[config.mk]
export PLATFORM = sky130hd
export DESIGN_NAME = rv32i_register_alu_execute
export DESIGN_NICKNAME = d
export VERILOG_FILES = /design/src/hw/rtl/rvalu_pkg.sv /design/src/hw/rtl/rvalu_regfile.sv /design/src/hw/rtl/rvalu_execute.sv /design/src/hw/rtl/rv32i_register_alu_execute.sv
export SDC_FILE = /design/constraint.sdc
export NUM_CORES = 2
export LEC_CHECK = 0
export BUFFER_PORTS_ARGS = -buffer_cell sky130_fd_sc_hd__buf_4
export CORE_MARGIN = 4
export CORE_UTILIZATION = 64
export CTS_CLUSTER_DIAMETER = 60
export DETAILED_ROUTE_END_ITERATION = 6
export HOLD_SLACK_MARGIN = 0.1
export PLACE_DENSITY = 0.85
export SKIP_CTS_REPAIR_TIMING = 1
export SYNTH_ARGS = -nofsm -noshare
export SYNTH_HDL_FRONTEND = slang
export SYNTH_SLANG_ARGS = --single-unit
[constraint.sdc]
create_clock -name clock -period 7.3 [get_ports clock]
set_input_delay 1.095 -clock clock [delete_from_list [all_inputs] [get_ports clock]]
set_output_delay 1.095 -clock clock [all_outputs]
set_load 0.05 [all_outputs]
[src/hw/rtl/rvalu_pkg.sv]
// ----------------------------------------------------------------------------
// rvalu_pkg
// Shared types and constants for the RV32I register ALU execute block:
// opcodes, ALU function codes, status codes and inter-module records.
// ----------------------------------------------------------------------------
package rvalu_pkg;

   // default register file depth
   localparam int RVALU_REGISTER_COUNT = 32;

   localparam int XLEN      = 32;
   localparam int REG_IDX_W = 5;

   // major opcodes, all seven bits
   localparam logic [6:0] OPC_LOAD   = 7'h03;
   localparam logic [6:0] OPC_OP_IMM = 7'h13;
   localparam logic [6:0] OPC_STORE  = 7'h23;
   localparam logic [6:0] OPC_OP     = 7'h33;
   localparam logic [6:0] OPC_LUI    = 7'h37;
   localparam logic [6:0] OPC_BRANCH = 7'h63;

   // funct3 codes of the integer alu
   typedef enum logic [2:0] {
      F3_ADD  = 3'd0,
      F3_SLL  = 3'd1,
      F3_SLT  = 3'd2,
      F3_SLTU = 3'd3,
      F3_XOR  = 3'd4,
      F3_SR   = 3'd5,
      F3_OR   = 3'd6,
      F3_AND  = 3'd7
   } funct3_type;

   // result status
   typedef enum logic [1:0] {
      ST_EXECUTED   = 2'd0,
      ST_RECOGNISED = 2'd1,
      ST_ILLEGAL    = 2'd2
   } status_type;

   // register file write port
   typedef struct packed {
      logic                 en;
      logic [REG_IDX_W-1:0] idx;
      logic [XLEN-1:0]      data;
   } wr_port_type;

   // one result item
   typedef struct packed {
      logic                 wrote;
      logic [XLEN-1:0]      dest_value;
      logic [REG_IDX_W-1:0] dest_index;
      status_type           status;
   } result_type;

endpackage

[src/hw/rtl/rvalu_regfile.sv]
// ----------------------------------------------------------------------------
// rvalu_regfile
// Integer register file with two registered read ports, one write port,
// per-entry valid bits for the zero reset, and forwarding of a write that
// lands on the same edge as the read.
// ----------------------------------------------------------------------------
module rvalu_regfile #(
   parameter int REGISTER_COUNT = rvalu_pkg::RVALU_REGISTER_COUNT
) (
   input  logic                                clock,
   input  logic                                reset,
   input  logic                                rd_en,
   input  logic [rvalu_pkg::REG_IDX_W-1:0]     rs1_idx,
   input  logic [rvalu_pkg::REG_IDX_W-1:0]     rs2_idx,
   input  rvalu_pkg::wr_port_type              wr,
   output logic [rvalu_pkg::XLEN-1:0]          rs1_data,
   output logic [rvalu_pkg::XLEN-1:0]          rs2_data
);
   import rvalu_pkg::*;

   localparam int ADDR_W = $clog2(REGISTER_COUNT);
   localparam logic [REG_IDX_W-1:0] LAST_IDX = REG_IDX_W'(REGISTER_COUNT - 1);

   logic [XLEN-1:0]           mem [REGISTER_COUNT];
   logic [REGISTER_COUNT-1:0] valid_ff;

   logic [XLEN-1:0] rdata1_ff, rdata2_ff;
   logic            ok1_ff, ok2_ff, ok1_in, ok2_in;
   logic            fwd1_ff, fwd2_ff, fwd1_in, fwd2_in;
   logic [XLEN-1:0] wb_data_ff;
   logic            wr_hit;

   // a write goes to a real register other than x0
   assign wr_hit = wr.en && (wr.idx != '0) && (wr.idx <= LAST_IDX);

   // readable entry: not x0, inside the file, written since reset
   assign ok1_in = (rs1_idx != '0) && (rs1_idx <= LAST_IDX) && valid_ff[rs1_idx[ADDR_W-1:0]];
   assign ok2_in = (rs2_idx != '0) && (rs2_idx <= LAST_IDX) && valid_ff[rs2_idx[ADDR_W-1:0]];

   // write on the same edge as the read wins
   assign fwd1_in = wr_hit && (wr.idx == rs1_idx);
   assign fwd2_in = wr_hit && (wr.idx == rs2_idx);

   // storage array
   always_ff @(posedge clock) begin
      if (wr_hit) begin
         mem[wr.idx[ADDR_W-1:0]] <= wr.data;
      end
      if (rd_en) begin
         rdata1_ff <= mem[rs1_idx[ADDR_W-1:0]];
         rdata2_ff <= mem[rs2_idx[ADDR_W-1:0]];
      end
      if (wr_hit) begin
         wb_data_ff <= wr.data;
      end
   end

   // valid bits and read flags
   always_ff @(posedge clock) begin
      if (reset) begin
         valid_ff <= '0;
         ok1_ff   <= 1'b0;
         ok2_ff   <= 1'b0;
         fwd1_ff  <= 1'b0;
         fwd2_ff  <= 1'b0;
      end else begin
         if (wr_hit) begin
            valid_ff[wr.idx[ADDR_W-1:0]] <= 1'b1;
         end
         if (rd_en) begin
            ok1_ff  <= ok1_in;
            ok2_ff  <= ok2_in;
            fwd1_ff <= fwd1_in;
            fwd2_ff <= fwd2_in;
         end
      end
   end

   // operand selection
   assign rs1_data = fwd1_ff ? wb_data_ff : (ok1_ff ? rdata1_ff : '0);
   assign rs2_data = fwd2_ff ? wb_data_ff : (ok2_ff ? rdata2_ff : '0);

endmodule

[src/hw/rtl/rvalu_execute.sv]
// ----------------------------------------------------------------------------
// rvalu_execute
// Decode of one RV32I instruction word and the integer alu for OP and
// OP-IMM, giving status, destination, value and write flag.
// ----------------------------------------------------------------------------
module rvalu_execute #(
   parameter int REGISTER_COUNT = rvalu_pkg::RVALU_REGISTER_COUNT
) (
   input  logic [rvalu_pkg::XLEN-1:0] instruction,
   input  logic [rvalu_pkg::XLEN-1:0] rs1_data,
   input  logic [rvalu_pkg::XLEN-1:0] rs2_data,
   output rvalu_pkg::result_type      result
);
   import rvalu_pkg::*;

   localparam logic [REG_IDX_W-1:0] LAST_IDX = REG_IDX_W'(REGISTER_COUNT - 1);

   logic [6:0]           opcode;
   logic [REG_IDX_W-1:0] rd;
   funct3_type           f3;
   logic                 alt;
   logic [XLEN-1:0]      imm;
   logic [XLEN-1:0]      op_a, op_b, alu_out;
   logic [4:0]           shamt;
   logic                 is_op, is_alu;

   // field extraction
   assign opcode = instruction[6:0];
   assign rd     = instruction[11:7];
   assign f3     = funct3_type'(instruction[14:12]);
   assign alt    = instruction[30];
   assign imm    = {{(XLEN-12){instruction[31]}}, instruction[31:20]};
   assign is_op  = (opcode == OPC_OP);
   assign is_alu = is_op || (opcode == OPC_OP_IMM);

   assign op_a  = rs1_data;
   assign op_b  = is_op ? rs2_data : imm;
   assign shamt = op_b[4:0];

   // integer alu
   always_comb begin
      unique case (f3)
         F3_ADD:  alu_out = (alt && is_op) ? (op_a - op_b) : (op_a + op_b);
         F3_SLL:  alu_out = op_a << shamt;
         F3_SLT:  alu_out = XLEN'($signed(op_a) < $signed(op_b));
         F3_SLTU: alu_out = XLEN'(op_a < op_b);
         F3_XOR:  alu_out = op_a ^ op_b;
         F3_SR:   alu_out = alt ? XLEN'($signed(op_a) >>> shamt) : (op_a >> shamt);
         F3_OR:   alu_out = op_a | op_b;
         F3_AND:  alu_out = op_a & op_b;
         default: alu_out = '0;
      endcase
   end

   // status and write-back decision
   always_comb begin
      result.dest_index = rd;
      result.dest_value = '0;
      result.wrote      = 1'b0;
      priority if (is_alu) begin
         result.status     = ST_EXECUTED;
         result.dest_value = alu_out;
         result.wrote      = (rd != '0) && (rd <= LAST_IDX);
      end else if ((opcode == OPC_LUI) || (opcode == OPC_BRANCH) ||
                   (opcode == OPC_LOAD) || (opcode == OPC_STORE)) begin
         result.status = ST_RECOGNISED;
      end else begin
         result.status = ST_ILLEGAL;
      end
   end

endmodule

[src/hw/rtl/rv32i_register_alu_execute.sv]
// A request transfer loads the operand stage (instruction, registered reads);
// as that stage advances, the result register loads and rsp_tvalid rises.
// Throughput: one instruction per cycle unless rsp_tready stalls the result
// register; alu and register write-back lie between the operand stage and it.
// Reset (synchronous, active high) empties both stages and marks every
// register as zero through per-entry valid bits; no clearing pass is needed.
// ----------------------------------------------------------------------------
// rv32i_register_alu_execute
// Top level: request stage with registered register-file reads, alu with
// write-back, and a result register on the response stream.
// ----------------------------------------------------------------------------
module rv32i_register_alu_execute #(
   parameter int REGISTER_COUNT = rvalu_pkg::RVALU_REGISTER_COUNT
) (
   input  logic        clock,
   input  logic        reset,
   input  logic        req_tvalid,
   output logic        req_tready,
   input  logic [31:0] req_tdata,   // [31:0] instruction
   output logic        rsp_tvalid,
   input  logic        rsp_tready,
   output logic [39:0] rsp_tdata    // [1:0] status, [6:2] dest_index,
                                    // [38:7] dest_value, [39] wrote
);
   import rvalu_pkg::*;

   logic            req_xfer;
   logic            s1_valid_ff, s1_valid_in;
   logic [XLEN-1:0] s1_instr_ff;
   logic            s1_advance;
   logic            out_valid_ff, out_valid_in;
   result_type      out_ff;
   result_type      exe_result;
   wr_port_type     wr;
   logic [XLEN-1:0] rs1_data, rs2_data;

   // handshake
   assign s1_advance = s1_valid_ff && (!out_valid_ff || rsp_tready);
   assign req_tready = !s1_valid_ff || s1_advance;
   assign req_xfer   = req_tvalid && req_tready;

   assign s1_valid_in  = req_xfer || (s1_valid_ff && !s1_advance);
   assign out_valid_in = s1_advance || (out_valid_ff && !rsp_tready);

   // register file
   assign wr.en   = s1_advance && exe_result.wrote;
   assign wr.idx  = exe_result.dest_index;
   assign wr.data = exe_result.dest_value;

   rvalu_regfile #(
      .REGISTER_COUNT (REGISTER_COUNT)
   ) u_regfile (
      .clock    (clock),
      .reset    (reset),
      .rd_en    (req_xfer),
      .rs1_idx  (req_tdata[19:15]),
      .rs2_idx  (req_tdata[24:20]),
      .wr       (wr),
      .rs1_data (rs1_data),
      .rs2_data (rs2_data)
   );

   // decode and alu
   rvalu_execute #(
      .REGISTER_COUNT (REGISTER_COUNT)
   ) u_execute (
      .instruction (s1_instr_ff),
      .rs1_data    (rs1_data),
      .rs2_data    (rs2_data),
      .result      (exe_result)
   );

   // stage control
   always_ff @(posedge clock) begin
      if (reset) begin
         s1_valid_ff  <= 1'b0;
         out_valid_ff <= 1'b0;
      end else begin
         s1_valid_ff  <= s1_valid_in;
         out_valid_ff <= out_valid_in;
      end
   end

   // stage payload
   always_ff @(posedge clock) begin
      if (req_xfer) begin
         s1_instr_ff <= req_tdata;
      end
      if (s1_advance) begin
         out_ff <= exe_result;
      end
   end

   // response stream
   assign rsp_tvalid = out_valid_ff;
   assign rsp_tdata  = {out_ff.wrote, out_ff.dest_value, out_ff.dest_index, out_ff.status};

endmodule

==> run summary <==
drt pass-1 iters: 6
relative slew slack: 5.21%
Final setup violation count: 0
Core ar.: 96,700 um2
Async S/R FF share, synth: 0%
Root Driver: clkbuf_16
Worst Hold End: u_regfile.valid_ff[14]
most frequent CP cell: o31ai_1
Hold Crit Start: u_regfile.valid_ff[14]
Power Density: 216 nW/um2
Routed Antenna Nets: 0
Synth top area share: 57.0%
total power draw: 15.0 mW
Ports: 78
Tightest Pin Transition: 1.42 ns
clock sinks: 1,224
Critical R2R Launch: s1_instr_ff[2]
Post-synth EDFFs: 1,187
vias in the first global route: 42,000
Synth Area per Inst: 16.9 um2
Routability Congestion: 1.01
Layout area overhead: 11.0%
post-synthesis register bit count: 1,224
Worst Setup End Kind: flip-flop
Max Cap Violations: 0
cells on worst reg2reg path: 15
Synthesis Warnings: 0
1st-iter DRT viols: 7,841
clock tree buffer depth: 3
Synth area leader: edfxtp_1
initial antenna violation count: 4
TritonCTS buffer count: 119
FMAX: 163 MHz
GRT Overall Usage: 43.0%
Final Hold Viols: 0
Reg2Reg Setup Slack: 1.18 ns
Hold Path Class: flip-flop to flip-flop
Initial Util: 64.6%
Cells after Synth: 3,706
Buffers on Ports: 77
Rows: 114
crit-path cells: and4bb_2 > and2_2 > mux2_2 > ha_1 > o21a_1 > o31ai_1 > a21oi_1 > o21ai_0 > buf_4 > o211ai_1 > o31ai_1 > o41ai_1 > o21bai_1 > xnor2_1 > a211oi_4
DP Area: 65,400 um2
Via Count: 42,000
synth unique cells: 76
final worst-path cycle share: 83.9%
RSZ-0062 raised after global routing: no
Clk pin slew, worst setup/hold paths: 0.06 ns
Leak Pwr: 25.5 nW
Routed WL: 218,000 um
Hold WS: 0.498 ns
CP max FO: 34
Period minus WS final: 6.12 ns
largest net degree at the start of global routing: 147
fin area: 69,400 um2
DR WL/cell: 42.3 um
Netlist Area Pre-Place: 62,500 um2
first-pass GRT wire length: 312,000 um
Final Slew Violations: 0
top post-synthesis cells by area: edfxtp_1 57%, mux4_2 24%, ha_1 1.9%
htree depth: 3
peak supply drop: 202 uV
Die Wd: 320 um
Max stage delay cell, worst path: a211oi_4
drt drc: 0
CTS tree: done
Min-Delay Path Depth: 2
Main synth FF type: edfxtp_1
Crit Path Class: flip-flop to flip-flop
Clk Latency, worst-skew pair: 0.76 ns
register area share after synthesis: 58.2%
status: completed
crit path launch type: flip-flop
CP Buf/Inv Count: 1
Die H: 320 um
WP data required: 7.63 ns
Worst Path Arrival: 6.45 ns
RR Endpoint: u_regfile.mem[4][30]
setup TNS: 0 ns
Largest stage delay, worst path: 1.05 ns
clk_skew: 0.0642 ns
GR Overflow Total: 0
Final HPWL DP: 126,000 um
CP delay by family, top: compound AO/OA/AOI/OAI gates
Final #Nets: 3,914
die area: 103,000 um2
share of cells above drive strength 1: 31.4%
via/cell ratio: 8.13
==> through the flow <==
step / cells / worst slack, ns / util (%)
final: 5161 / 1.18 / 71.7
after global routing: 5159 / 0.923 / 71.7
after CTS: 5158 / 1.34 / 71.7
after detailed placement: 4933 / 1.42 / 67.6
after global placement: 4933 / 1.52 / 67.6
after floorplan: 3737 / 0.906 / -
==> cells by family after synthesis <==
logic type	after synthesis	share of synthesized area [%]
compound gates	577	5.98
xor+xnor	41	0.575
fa+ha+maj	99	2.01
buf+inv	378	2.42
flops	1224	58.2
mux	860	27.2
other cells	1	0.00600
simple gates	526	3.57
==> sequential cells by signal, summed over array words and instances, names as in the netlist <==
name                  flops
u_regfile.rdata1_ff      32
u_regfile.ok1_ff          1
u_regfile.rdata2_ff      32
u_regfile.mem          1024
u_regfile.fwd1_ff         1
u_regfile.wb_data_ff     32
u_regfile.fwd2_ff         1
s1_valid_ff               1
s1_instr_ff              27
rsp_tvalid                1
u_regfile.valid_ff       31
rsp_tdata                40
u_regfile.ok2_ff          1
==> synth_stat cells (24+ instances only) <==
master    count
mux2_2       75
a211oi_1     36
a221oi_1     24
edfxtp_1   1187
o21ai_0     119
a31oi_1      30
ha_1         97
inv_1        88
mux2i_1     121
a22oi_1      29
nor3_1       26
buf_1        71
nor2_1      230
clkbuf_1    183
o211ai_1     34
a21oi_1     164
mux4_2      662
nand2_1     179
dfxtp_1      37
==> placed cells by master, fill, tap and decap left out, types with 12 or more instances in the layout <==
cell       netlist  layout
a22oi_1         29      29
nor3_1          26      26
mux4_2         662     662
a211oi_1        36      27
dfxtp_1         37      37
mux2i_1        121     120
conb_1           1      32
nand3_1         22      22
a21oi_1        164     159
xnor2_1         22      22
nand2_1        179     179
o211ai_1        34      34
nor2_1         230     196
clkbuf_1       183      23
clkinv_1         0      30
edfxtp_1      1187    1187
nor2_4           0      32
a21o_1          18      16
a31oi_1         30      28
clkbuf_16        0     119
o21ai_0        119     119
a221oi_4         0      13
inv_1           88      87
ha_1            97      97
bufinv_16        0      15
a22o_1          20      20
clkinv_2         0      17
buf_4            9     194
nor2b_1         15      12
xor2_1          19      19
mux2_2          75      75
==> worst max path at each step <==
| stage | start | to | slack [ns] | depth (start not counted) |
|---|---|---|---|---|
| 2_1_floorplan | rsp_tready | u_regfile.mem[25][0] | 0.91 | 6 |
| 3_5_place_dp | s1_instr_ff[2] | u_regfile.mem[25][30] | 1.42 | 15 |
| 4_1_cts | s1_instr_ff[2] | u_regfile.mem[4][30] | 1.34 | 15 |
| 5_1_grt | s1_instr_ff[2] | u_regfile.mem[4][30] | 0.92 | 17 |
| 3_3_place_gp | s1_instr_ff[2] | u_regfile.mem[16][30] | 1.52 | 15 |
| 6_report | s1_instr_ff[2] | u_regfile.mem[4][30] | 1.18 | 15 |
==> final cells by class <==
type,count,area [um2]
multi-input combinational,2135,25400
antenna,2,5.00
sequential,1224,36400
clock inverter,83,925
inverter,92,353
fill,5453,27300
timing repair buffer,207,1690
clock buffer,142,3060
tap,1276,1600
==> where the power goes <==
group / switching, mW / internal, mW
Sequential: 0.0369 / 7.65
Clock: 2.83 / 3.55
Combinational: 0.592 / 0.312
Total: 3.45 / 11.5
==> routing by layer <==
layer | track usage, % | part of all wire, % | vias up
li1 | - | - | 15500
met1 | 56.9 | 32 | 21000
met2 | 65.1 | 46 | 4479
met3 | 12.1 | 15 | 1013
met4 | 24.8 | 7.4 | 4
met5 | 0 | 0.010 | -
==> worst reg2reg max path, stage by stage, from the launching register on <==
cell and delay (ns):
edfxtp_1 0.41, and4bb_2 0.38, and2_2 0.65, mux2_2 0.70, ha_1 0.53, o21a_1 0.16
o31ai_1 0.11, a21oi_1 0.23, o21ai_0 0.18, buf_4 0.19, o211ai_1 0.39, o31ai_1 0.18
o41ai_1 0.26, o21bai_1 0.17, xnor2_1 0.12, a211oi_4 1.05
(Power assumes the default switching activity.)
